`config.mk`:
```
export PLATFORM = sky130hd
export DESIGN_NAME = tire_packet_check_and_link_stats
export DESIGN_NICKNAME = d
export VERILOG_FILES = /design/src/rtl/tpc_pkg.sv /design/src/rtl/tire_packet_check_and_link_stats.sv /design/src/rtl/tpc_tire_table.sv
export SDC_FILE = /design/constraint.sdc
export NUM_CORES = 2
export LEC_CHECK = 0
export ABC_AREA = 0
export BUFFER_PORTS_ARGS = -buffer_cell sky130_fd_sc_hd__buf_4
export CORE_ASPECT_RATIO = 0.8
export CORE_MARGIN = 2
export CORE_UTILIZATION = 60
export CTS_CLUSTER_DIAMETER = 80
export DETAILED_ROUTE_END_ITERATION = 7
export MAX_ROUTING_LAYER = met4
export PLACE_DENSITY_LB_ADDON = 0.25
export SLEW_MARGIN = 5
export SYNTH_ARGS = -nofsm -noshare
export SYNTH_HDL_FRONTEND = slang
export SYNTH_SLANG_ARGS = --single-unit
```
`constraint.sdc`:
```
create_clock -name clk -period 12.1 [get_ports clk]
set_clock_uncertainty 0.1 [all_clocks]
set_input_delay 1.21 -clock clk [delete_from_list [all_inputs] [get_ports clk]]
set_output_delay 1.21 -clock clk [all_outputs]
set_load 0.1 [all_outputs]
```
`src/rtl/tpc_pkg.sv`:
```
// Shared types and constants for the tire packet checker.
// Used by tpc_tire_table and tire_packet_check_and_link_stats.
package tpc_pkg;

	localparam int MAX_TIRES = 16;
	localparam int TIRE_AW   = (MAX_TIRES > 1) ? $clog2(MAX_TIRES) : 1;

	// result status codes
	localparam logic [1:0] ST_GOOD    = 2'd0;
	localparam logic [1:0] ST_BAD_CHK = 2'd1;
	localparam logic [1:0] ST_BAD_ID  = 2'd2;
	localparam logic [1:0] ST_CLEARED = 2'd3;

	// configuration register indexes
	localparam logic REG_TIRE_COUNT = 1'b0;
	localparam logic REG_LAT_LIMIT  = 1'b1;

	localparam logic [4:0]         TIRE_COUNT_RST = 5'd12;
	localparam logic [15:0]        LAT_LIMIT_RST  = 16'd30000;
	localparam logic signed [11:0] RSSI_PEAK_RST  = -12'sd2000;

	// per-tire record held in the table memory
	typedef struct packed {
		logic [31:0] arrival;
		logic [31:0] gap;
		logic [31:0] count;
	} tire_entry_t;

	typedef struct packed {
		logic               en;
		logic [TIRE_AW-1:0] addr;
	} tab_rd_t;

	typedef struct packed {
		logic               en;
		logic               clr;
		logic [TIRE_AW-1:0] addr;
		tire_entry_t        data;
	} tab_wr_t;

endpackage

```
`src/rtl/tire_packet_check_and_link_stats.sv`:
```
// Tire packet checker with link statistics: top level.
// Depends on tpc_pkg and tpc_tire_table.
//
// Takes one item per clock unless stage 1 is held by a stalled result. An item
// is checked (checksum, tire id) in the cycle it is accepted while its tire
// record is read from the table memory; when stage 1 advances it updates
// counters, RSSI extremes, latency and the tire record, and loads the result
// register. Back-to-back items on the same tire are served by forwarding the
// pending write-back, so there are no bubbles. Reset and the clear command
// take effect at once through per-entry valid bits; there is no clearing pass.
// Configuration writes are taken in any cycle.
module tire_packet_check_and_link_stats (
	input  logic               clk,
	input  logic               arst_n,
	// configuration
	input  logic               cfg_we,
	input  logic               cfg_index,
	input  logic [15:0]        cfg_data,
	// input channel
	input  logic               in_valid,
	output logic               in_stall,
	input  logic               mode,
	input  logic [31:0]        sender_time_ms,
	input  logic [15:0]        status_word,
	input  logic [15:0]        battery_mv,
	input  logic [15:0]        pressure_deci_kpa,
	input  logic [7:0]         tire_number,
	input  logic signed [7:0]  temperature_c,
	input  logic signed [7:0]  sensor_rssi,
	input  logic [7:0]         packet_check,
	input  logic signed [11:0] link_rssi,
	input  logic [31:0]        arrival_ms,
	// output channel
	output logic               out_valid,
	input  logic               out_stall,
	output logic [1:0]         result_status,
	output logic [15:0]        latency_ms,
	output logic               latency_fresh,
	output logic [31:0]        tire_interval_ms,
	output logic [31:0]        tire_packets,
	output logic [31:0]        total_packets,
	output logic [31:0]        good_packets,
	output logic [31:0]        checksum_errors,
	output logic [31:0]        id_errors,
	output logic signed [11:0] rssi_lowest,
	output logic signed [11:0] rssi_highest
);
	import tpc_pkg::*;

	logic [4:0]  tire_count_q;
	logic [15:0] lat_limit_q;

	// stage 1
	logic                 s1_vld_q;
	logic [1:0]           st_s1;
	logic signed [11:0]   rssi_s1;
	logic [31:0]          ts_s1;
	logic [31:0]          now_s1;
	logic [TIRE_AW-1:0]   addr_s1;

	// statistics
	logic [31:0]        total_q, good_q, bad_chk_q, bad_id_q;
	logic signed [11:0] floor_q, peak_q;
	logic [15:0]        last_lat_q;

	// result register
	logic               out_vld_q;
	logic [1:0]         res_st_q;
	logic [15:0]        res_lat_q;
	logic               res_fresh_q;
	logic [31:0]        res_gap_q, res_cnt_q;
	logic [31:0]        res_total_q, res_good_q, res_chk_q, res_id_q;
	logic signed [11:0] res_floor_q, res_peak_q;

	logic        in_acc, s1_adv, s1_fire, s1_good, s1_clr;
	logic [7:0]  cs;
	logic        id_ok;
	logic [1:0]  st_in;
	tab_rd_t     tab_rd;
	tab_wr_t     tab_wr;
	tire_entry_t ent;
	logic [31:0] gap_new, cnt_new, lat_diff;
	logic        lat_ok;

	logic [31:0]        total_n, good_n, chk_n, id_n;
	logic signed [11:0] floor_n, peak_n;
	logic [15:0]        lat_n;

	// ---------------- handshake ----------------
	assign s1_adv   = !out_vld_q || !out_stall;
	assign in_stall = s1_vld_q && !s1_adv;
	assign in_acc   = in_valid && !in_stall;
	assign s1_fire  = s1_vld_q && s1_adv;

	// ---------------- configuration ----------------
	always_ff @(posedge clk or negedge arst_n) begin
		if (!arst_n) begin
			tire_count_q <= TIRE_COUNT_RST;
			lat_limit_q  <= LAT_LIMIT_RST;
		end else if (cfg_we) begin
			case (cfg_index)
				REG_TIRE_COUNT: tire_count_q <= cfg_data[4:0];
				REG_LAT_LIMIT:  lat_limit_q  <= cfg_data;
				default: ;
			endcase
		end
	end

	// ---------------- check stage ----------------
	assign cs = sender_time_ms[7:0] ^ sender_time_ms[15:8]
		^ sender_time_ms[23:16] ^ sender_time_ms[31:24]
		^ status_word[7:0] ^ status_word[15:8]
		^ battery_mv[7:0] ^ battery_mv[15:8]
		^ pressure_deci_kpa[7:0] ^ pressure_deci_kpa[15:8]
		^ tire_number ^ $unsigned(temperature_c) ^ $unsigned(sensor_rssi);

	// usable count is min(tire_count, MAX_TIRES)
	assign id_ok = ({1'b0, tire_number} < {4'b0, tire_count_q})
		&& ({1'b0, tire_number} < 9'(MAX_TIRES));

	always_comb begin
		if (mode) begin
			st_in = ST_CLEARED;
		end else if (cs != packet_check) begin
			st_in = ST_BAD_CHK;
		end else if (!id_ok) begin
			st_in = ST_BAD_ID;
		end else begin
			st_in = ST_GOOD;
		end
	end

	assign tab_rd.en   = in_acc;
	assign tab_rd.addr = tire_number[TIRE_AW-1:0];

	// an empty stage takes an item even while the result register is held
	always_ff @(posedge clk or negedge arst_n) begin
		if (!arst_n) begin
			s1_vld_q <= 1'b0;
		end else if (s1_adv || !s1_vld_q) begin
			s1_vld_q <= in_acc;
		end
	end

	always_ff @(posedge clk) begin
		if (in_acc) begin
			st_s1   <= st_in;
			rssi_s1 <= link_rssi;
			ts_s1   <= sender_time_ms;
			now_s1  <= arrival_ms;
			addr_s1 <= tire_number[TIRE_AW-1:0];
		end
	end

	tpc_tire_table u_table (
		.clk     (clk),
		.arst_n  (arst_n),
		.rd      (tab_rd),
		.wr      (tab_wr),
		.rd_data (ent)
	);

	// ---------------- update stage ----------------
	assign s1_good  = (st_s1 == ST_GOOD);
	assign s1_clr   = (st_s1 == ST_CLEARED);
	// stored arrival of zero means no earlier packet
	assign gap_new  = (ent.arrival != 32'd0) ? (now_s1 - ent.arrival) : ent.gap;
	assign cnt_new  = ent.count + 32'd1;
	assign lat_diff = now_s1 - ts_s1;
	assign lat_ok   = s1_good && (ts_s1 < now_s1) && (lat_diff < {16'b0, lat_limit_q});

	assign tab_wr.en           = s1_fire && s1_good;
	assign tab_wr.clr          = s1_fire && s1_clr;
	assign tab_wr.addr         = addr_s1;
	assign tab_wr.data.arrival = now_s1;
	assign tab_wr.data.gap     = gap_new;
	assign tab_wr.data.count   = cnt_new;

	always_comb begin
		total_n = total_q;
		good_n  = good_q;
		chk_n   = bad_chk_q;
		id_n    = bad_id_q;
		floor_n = floor_q;
		peak_n  = peak_q;
		lat_n   = last_lat_q;
		case (st_s1)
			ST_CLEARED: begin
				total_n = '0;
				good_n  = '0;
				chk_n   = '0;
				id_n    = '0;
				floor_n = '0;
				peak_n  = RSSI_PEAK_RST;
				lat_n   = '0;
			end
			ST_BAD_CHK: begin
				total_n = total_q + 32'd1;
				chk_n   = bad_chk_q + 32'd1;
			end
			ST_BAD_ID: begin
				total_n = total_q + 32'd1;
				id_n    = bad_id_q + 32'd1;
			end
			default: begin
				total_n = total_q + 32'd1;
				good_n  = good_q + 32'd1;
				if (rssi_s1 < floor_q) begin
					floor_n = rssi_s1;
				end
				if (rssi_s1 > peak_q) begin
					peak_n = rssi_s1;
				end
				if (lat_ok) begin
					lat_n = lat_diff[15:0];
				end
			end
		endcase
	end

	always_ff @(posedge clk or negedge arst_n) begin
		if (!arst_n) begin
			total_q    <= '0;
			good_q     <= '0;
			bad_chk_q  <= '0;
			bad_id_q   <= '0;
			floor_q    <= '0;
			peak_q     <= RSSI_PEAK_RST;
			last_lat_q <= '0;
			out_vld_q  <= 1'b0;
		end else begin
			if (s1_fire) begin
				total_q    <= total_n;
				good_q     <= good_n;
				bad_chk_q  <= chk_n;
				bad_id_q   <= id_n;
				floor_q    <= floor_n;
				peak_q     <= peak_n;
				last_lat_q <= lat_n;
			end
			if (s1_adv) begin
				out_vld_q <= s1_vld_q;
			end
		end
	end

	always_ff @(posedge clk) begin
		if (s1_fire) begin
			res_st_q    <= st_s1;
			res_lat_q   <= lat_n;
			res_fresh_q <= lat_ok;
			res_gap_q   <= s1_good ? gap_new : 32'd0;
			res_cnt_q   <= s1_good ? cnt_new : 32'd0;
			res_total_q <= total_n;
			res_good_q  <= good_n;
			res_chk_q   <= chk_n;
			res_id_q    <= id_n;
			res_floor_q <= floor_n;
			res_peak_q  <= peak_n;
		end
	end

	assign out_valid        = out_vld_q;
	assign result_status    = res_st_q;
	assign latency_ms       = res_lat_q;
	assign latency_fresh    = res_fresh_q;
	assign tire_interval_ms = res_gap_q;
	assign tire_packets     = res_cnt_q;
	assign total_packets    = res_total_q;
	assign good_packets     = res_good_q;
	assign checksum_errors  = res_chk_q;
	assign id_errors        = res_id_q;
	assign rssi_lowest      = res_floor_q;
	assign rssi_highest     = res_peak_q;

`ifndef SYNTHESIS
	a_count_sum: assert property (@(posedge clk) disable iff (!arst_n)
		total_q == good_q + bad_chk_q + bad_id_q)
		else $error("packet counters out of balance");

	a_bad_no_tire: assert property (@(posedge clk) disable iff (!arst_n)
		out_valid && (result_status != ST_GOOD)
		|-> (tire_packets == 32'd0) && (tire_interval_ms == 32'd0) && !latency_fresh)
		else $error("tire fields set on a non-good result");

	a_rssi_order: assert property (@(posedge clk) disable iff (!arst_n)
		out_valid && (result_status == ST_GOOD) |-> (rssi_lowest <= rssi_highest))
		else $error("rssi extremes inverted after a good item");

	a_fresh_limit: assert property (@(posedge clk) disable iff (!arst_n)
		out_valid && latency_fresh |-> (latency_ms < lat_limit_q))
		else $error("fresh latency not below limit");

	a_one_write: assert property (@(posedge clk) disable iff (!arst_n)
		tab_wr.en |-> !tab_wr.clr && s1_adv)
		else $error("table write without stage advance");
`endif

endmodule

```
`src/rtl/tpc_tire_table.sv`:
```
// Per-tire record memory: synchronous read, valid bits for reset/clear, and
// forwarding of a write that lands on the entry being read.
// Depends on tpc_pkg.
module tpc_tire_table (
	input  logic                 clk,
	input  logic                 arst_n,
	input  tpc_pkg::tab_rd_t     rd,
	input  tpc_pkg::tab_wr_t     wr,
	output tpc_pkg::tire_entry_t rd_data
);
	import tpc_pkg::*;

	tire_entry_t          mem [MAX_TIRES];
	logic [MAX_TIRES-1:0] valid_q;
	tire_entry_t          rd_q;
	tire_entry_t          fwd_q;
	logic                 hit_q;
	logic                 rd_vld_q;

	always_ff @(posedge clk) begin
		if (wr.en) begin
			mem[wr.addr] <= wr.data;
		end
		if (rd.en) begin
			rd_q  <= mem[rd.addr];
			fwd_q <= wr.data;
		end
	end

	always_ff @(posedge clk or negedge arst_n) begin
		if (!arst_n) begin
			valid_q  <= '0;
			hit_q    <= 1'b0;
			rd_vld_q <= 1'b0;
		end else begin
			if (wr.clr) begin
				valid_q <= '0;
			end else if (wr.en) begin
				valid_q[wr.addr] <= 1'b1;
			end
			if (rd.en) begin
				// a write on the same edge is not yet in the array
				hit_q    <= wr.en && (wr.addr == rd.addr);
				rd_vld_q <= valid_q[rd.addr] && !wr.clr;
			end
		end
	end

	assign rd_data = hit_q ? fwd_q : (rd_vld_q ? rd_q : '0);

endmodule
```
Word level (Yosys, flattened, before mapping)
Memories as Yosys holds them, arrays and structs flattened. A register that Yosys moved wholly into a read port is not among the register bits.
Index checks and enable logic that the tools add are counted.
Word-level totals
  register bits after elaboration: 622
  bits in latches: 0
  bits in writable memories: 1536
  bits in read-only memories: 0
  input bits: 179
  logic and storage cells: 119
  memories: 1
Cells by class
  $add $sub $neg: 7
  $mul: 0
  div/mod/pow operators: 0
  order comparisons: 9
  equal/unequal tests: 5
  shifts and indexed selects: 0
  muxes and demuxes: 23
  bitwise logic cells: 14
  reduce and logical (&&, ||, !) cells: 26
Memories
  u_table.mem: depth 16, bits a word 96, rd ports 1, clocked after Yosys merged registers in 1, wr ports 1, line tpc_tire_table.sv:13  | tire_entry_t mem [MAX_TIRES];
Operators by type and width (count)
  2-to-1 mux 96 bit: 2
  one-hot mux 32 bit (2 select lines): 3
  adder 32 x 1 -> 32 bit (second input constant): 5
  bitwise XOR 8 bit: 12
  2-to-1 mux 32 bit: 2
  subtractor 32 bit: 2
  2-to-1 mux 16 bit: 3
  one-hot mux 12 bit (2 select lines): 2
  less-than comparator 32 x 16 -> 1 bit: 1
  less-than comparator 32 bit: 1
  one-hot mux 16 bit (2 select lines): 1
  nonzero test 32 bit: 1
  2-to-1 mux 12 bit: 2
  bitwise OR 16 bit: 1
  greater-than comparator 12 bit: 1
  less-than comparator 12 bit: 1
  logical AND 1 bit: 11
  less-than comparator 4 x 5 -> 1 bit (second input constant): 2
  less-than comparator 8 x 5 -> 1 bit: 1
  less-than comparator 8 x 5 -> 1 bit (second input constant): 1
  != test 8 bit: 1
  zero test 1 bit: 6
  binary-select mux 1 bit (select 4 bit): 1
  demux 1 bit (select 4 bit): 1
  12 further kinds: 20

Depth between registers and ports, before layout
  depth after elaboration: 14
  depth in mapped cells: 23
  depth with buffers taken out: 21

Modules after synthesis
From an unflattened synthesis, not the netlist that was laid out.
Second synthesis, totals
  cell total of the unflattened synthesis: 5392
  area total of the unflattened synthesis: 93601.0 um^2
Modules (own cells, without submodules)
  tpc_tire_table: instances 1, cells an instance 2535, area each 65079.9 um^2, seq. area each 52340.2 um^2
  tire_packet_check_and_link_stats: instances 1, cells an instance 2857, area each 28521.1 um^2, seq. area each 14313.7 um^2

Least setup slack after synthesis
No wires, ideal clock.
  path kind: input to register
  start point: input port out_stall
  end point: memory u_table.mem[0][0] (netlist bit) (enable)
  arrival: 8530 ps
  required time: 11329 ps
  path slack: 2799 ps
  stages: 6
  buffers on the path: 0
  cell sequence: nand2_1 -> nand2_1 -> inv_2 -> nand2_1 -> or3_1 -> nor3_1
Between the ends
  longest elaborated chain between the ends: 6
RTL lines
  from (decl): line tire_packet_check_and_link_stats.sv:35  | input logic out_stall,
  zero test 1 bit: line tire_packet_check_and_link_stats.sv:90  | assign s1_adv = !out_vld_q || !out_stall;
  logical OR 1 bit: line tire_packet_check_and_link_stats.sv:90
  logical AND 1 bit: line tire_packet_check_and_link_stats.sv:93  | assign s1_fire = s1_vld_q && s1_adv;
  logical AND 1 bit: line tire_packet_check_and_link_stats.sv:172  | assign tab_wr.en = s1_fire && s1_good;
  2-to-1 mux 1 bit: line tpc_tire_table.sv:21  | if (wr.en) begin
  2-to-1 mux 1 bit (not written as such): line tpc_tire_table.sv:22  | mem[wr.addr] <= wr.data;
  to (decl): line tpc_tire_table.sv:13
No other way between the ends.

Final worst setup path
  start point: register u_table.hit_q
  end point: register res_cnt_q[31] (netlist: tire_packets[31]) (data pin)
Between the ends
  longest elaborated chain between the ends: 2
RTL lines
  from (decl): line tpc_tire_table.sv:17  | logic hit_q;
  from (signal assigned): line tpc_tire_table.sv:43  | hit_q <= wr.en && (wr.addr == rd.addr);
  2-to-1 mux 96 bit: line tpc_tire_table.sv:49  | assign rd_data = hit_q ? fwd_q : (rd_vld_q ? rd_q : '0);
  adder 32 x 1 -> 32 bit: line tire_packet_check_and_link_stats.sv:168  | assign cnt_new = ent.count + 32'd1;
  named net cnt_new[31]: line tire_packet_check_and_link_stats.sv:82  | logic [31:0] gap_new, cnt_new, lat_diff;
  to (signal assigned): line tire_packet_check_and_link_stats.sv:253  | res_cnt_q <= s1_good ? cnt_new : 32'd0;
  to (decl): line tire_packet_check_and_link_stats.sv:71  | logic [31:0] res_gap_q, res_cnt_q;
The timed path passes the listed nets, and every way through them passes these cells.
A chain may end at the register's enable or synchronous reset.

==> impl_results.md <==
* MaxCap Viol Count at 0
* Leading cell type in the layout, fill and taps excluded: edfxtp_1
* Netlist cell types at 85
* Number of synthesized register bits at 2,254
* Post-CTS Resized at 0
* Fraction of registers with async set/reset at 0.0927
* Crit Path Max Fanout at 60
* Die Y at 356 um
* Net Sw Frac at 0.237
* Final setup violation count at 0
* Initial Utilization at 0.602
* Core Rows at 129
* DRC Markers at 0
* Routed vias/inst at 6.42
* Syn_area_per_cell at 17.4 um^2
* Vias at 51.4k
* Int Pwr at 12.7 mW
* Critical path class: register to register
* Rel. slew slack at 0.0986
* RSZ-0062 raised after global routing: no
* Leak Pwr at 37.5 nW
* Drt total wl at 222 mm
* Seq pwr share at 0.527
* DRT Pass-1 Iters at 6
* YS warnings at 0
* Layout cells sized above 1 at 0.234
* Syn-to-layout area delta at 13.2%
* CTS HTree Levels at 4
* CTS tree: done
* Grt total ovfl at 0
* Placed wire-length estimate at 126 mm
* Vias in the first global route at 50.4k
* IO Pins at 416
* Die Width at 444 um
* Routed WL per cell at 27.8 um
* Post-layout minimum cycle time at 6250 ps
* Startpoint types: register
* Part of the cycle the worst path needs at 0.516
* Post-synth EDFFs at 2,045
* Area of the core at 154,000 um^2
* Fmax at 160 MHz
* Largest net degree at the start of global routing at 140
* Top_reg_cell synth: edfxtp_1
* Post-synthesis sequential area ratio at 0.718
* Clock buffer depth at 3
* Required time worst endpoint at 12,710 ps
* Total GRT Usage at 0.292
* Min-Delay Path Class: primary input to async pin
* Clk_lat worst skew at 860 ps
* Pwr/cell area at 158 nW/um^2
* Total setup buffers inserted after CTS at 0
* Switch Pwr at 3.94 mW
* Setup WS post-layout at 5850 ps
* Combinational share of power at 0.089
* Slew Viols, Final at 0
* Worst slack at placement at 6150 ps
* Antenna-violating nets left at 0
* Clock root buffer: clkbuf_16
* WHS at 357 ps
* First-pass GRT wire length at 330 mm
* Clock power frac at 0.384
* Drt initial violations at 6,199
* Clk sink count at 2,254
* Hold buffers post-CTS at 0
* Synthesized area at 92,900 um^2
* Most frequent cells in the layout: edfxtp_1, nand2_1, buf_4
* Die area at 158,000 um^2
* CTS Buf Count at 204
* Setup TNS at 0 ps
* Worst setup EP type: register
* Final Hold Fails at 0
* CP Data Arrival Time at 6850 ps
* CTS clk-pin slew, worst paths at 60 ps
* Worst Max-Slew Pin Slew at 1340 ps
* Largest vdd supply drop at 138 uV
* Outcome: complete, no violations
* Placer congestion estimate at 0.907
* Syn Nets at 5,628
* Synth Instances at 5,332
* NumNets Final at 6,095
* PortBufs at 415
* Number of antenna violations at the first check in global routing at 7
worst paths after layout:
check                                                      from                              end  slack, ps  depth (start not counted)
worst max register to register        u_table.hit_q$_DFFE_PN0P_   tire_packets[31]$_SDFFCE_PP0P_       5850                         13
worst min-delay path                                     arst_n      lat_limit_q[11]$_DFFE_PN0P_        360                          1
worst min register to register  u_table.valid_q[13]$_DFFE_PN0P_  u_table.valid_q[13]$_DFFE_PN0P_        400                          1
max in group asynchronous                                arst_n           total_q[6]$_DFFE_PN0P_       9280                          3
min in group clk                u_table.valid_q[13]$_DFFE_PN0P_  u_table.valid_q[13]$_DFFE_PN0P_        400                          1
worst max-delay path                  u_table.hit_q$_DFFE_PN0P_   tire_packets[31]$_SDFFCE_PP0P_       5850                         13
registers in the layout, summed over array words and instances (netlist names), 32 cells and up:
signal,cells
u_table.mem,1536
u_table.fwd_q,96
u_table.rd_q,96
bad_chk_q,32
bad_id_q,32
checksum_errors,32
good_packets,32
good_q,32
id_errors,32
now_s1,32
tire_interval_ms,32
tire_packets,32
total_packets,32
total_q,32
ts_s1,32
metrics by stage:
stage,power (mW),area [um^2],std cells,utilization
finish,16.6,105000,8005,0.682
global route,17.1,105000,8004,0.682
CTS,16.7,105000,7998,0.681
detailed placement,10.4,98500,7622,0.639
global placement,10.4,98500,7622,0.639
floorplan,9.99,92900,5332,-
cell families after synthesis:
| logic type | count (synthesis) | share of synthesized area |
|---|---|---|
| compound gates | 636 | 0.0458 |
| xor+xnor | 221 | 0.0208 |
| fa+ha+maj | 117 | 0.0159 |
| buf+inv | 368 | 0.0153 |
| flops | 2254 | 0.718 |
| mux | 572 | 0.127 |
| simple gates | 1164 | 0.0570 |
critical path: stages (launching register included):
cell,delay (ps)
dfrtp_4,730
and2b_4,470
buf_4,730
buf_4,490
a22oi_1,230
or4_1,630
or3_1,390
nor4_2,250
nor3b_1,290
nand2_1,130
nor2_2,280
nand4_1,180
xor2_1,890
and2_1,240
cell usage after synthesis (all sizes together), types with 44 or more instances:
| cell type | count | share of area |
|---|---|---|
| ha | 115 | 0.015 |
| a22oi | 66 | 0.0053 |
| xor2 | 64 | 0.0060 |
| nand4 | 47 | 0.0032 |
| mux4 | 485 | 0.12 |
| a21o | 44 | 0.0036 |
| xnor2 | 157 | 0.015 |
| clkbuf | 176 | 0.0071 |
| nor2 | 164 | 0.0067 |
| buf | 68 | 0.0032 |
| o21ai | 182 | 0.0098 |
| and2 | 67 | 0.0045 |
| inv | 124 | 0.0050 |
| a21oi | 113 | 0.0062 |
| dfrtp | 197 | 0.053 |
| mux2i | 58 | 0.0063 |
| edfxtp | 2045 | 0.66 |
| nand2 | 566 | 0.023 |
| nand3 | 156 | 0.0084 |
final cells by class:
| type | instances | area [um^2] |
|---|---|---|
| Clock buffer | 253 | 5400 |
| Tap cell | 2030 | 2540 |
| Sequential cell | 2254 | 66700 |
| Multi-Input combinational cell | 2710 | 25000 |
| Fill cell | 9790 | 49000 |
| Antenna cell | 6 | 15.0 |
| Timing Repair Buffer | 505 | 3880 |
| Inverter | 124 | 480 |
| Clock inverter | 123 | 1130 |
layer usage:
layer  share of wire  vias up  GRT usage
li1                -    22000          -
met1            0.40    26600      0.414
met5               0        -          -
met3           0.082      359     0.0441
met4           0.029        0     0.0930
met2            0.49     2516      0.447
power by group through the flow:
stage	Combinational (mW)	Sequential [mW]	Clock (mW)
after floorplan	0.689	9.30	0
after global placement	1.47	8.93	0
after detailed placement	1.49	8.93	0
after CTS	1.49	8.77	6.47
after global routing	1.58	8.78	6.78
final	1.49	8.77	6.39
Note: power is estimated with default switching activity, not from simulation.
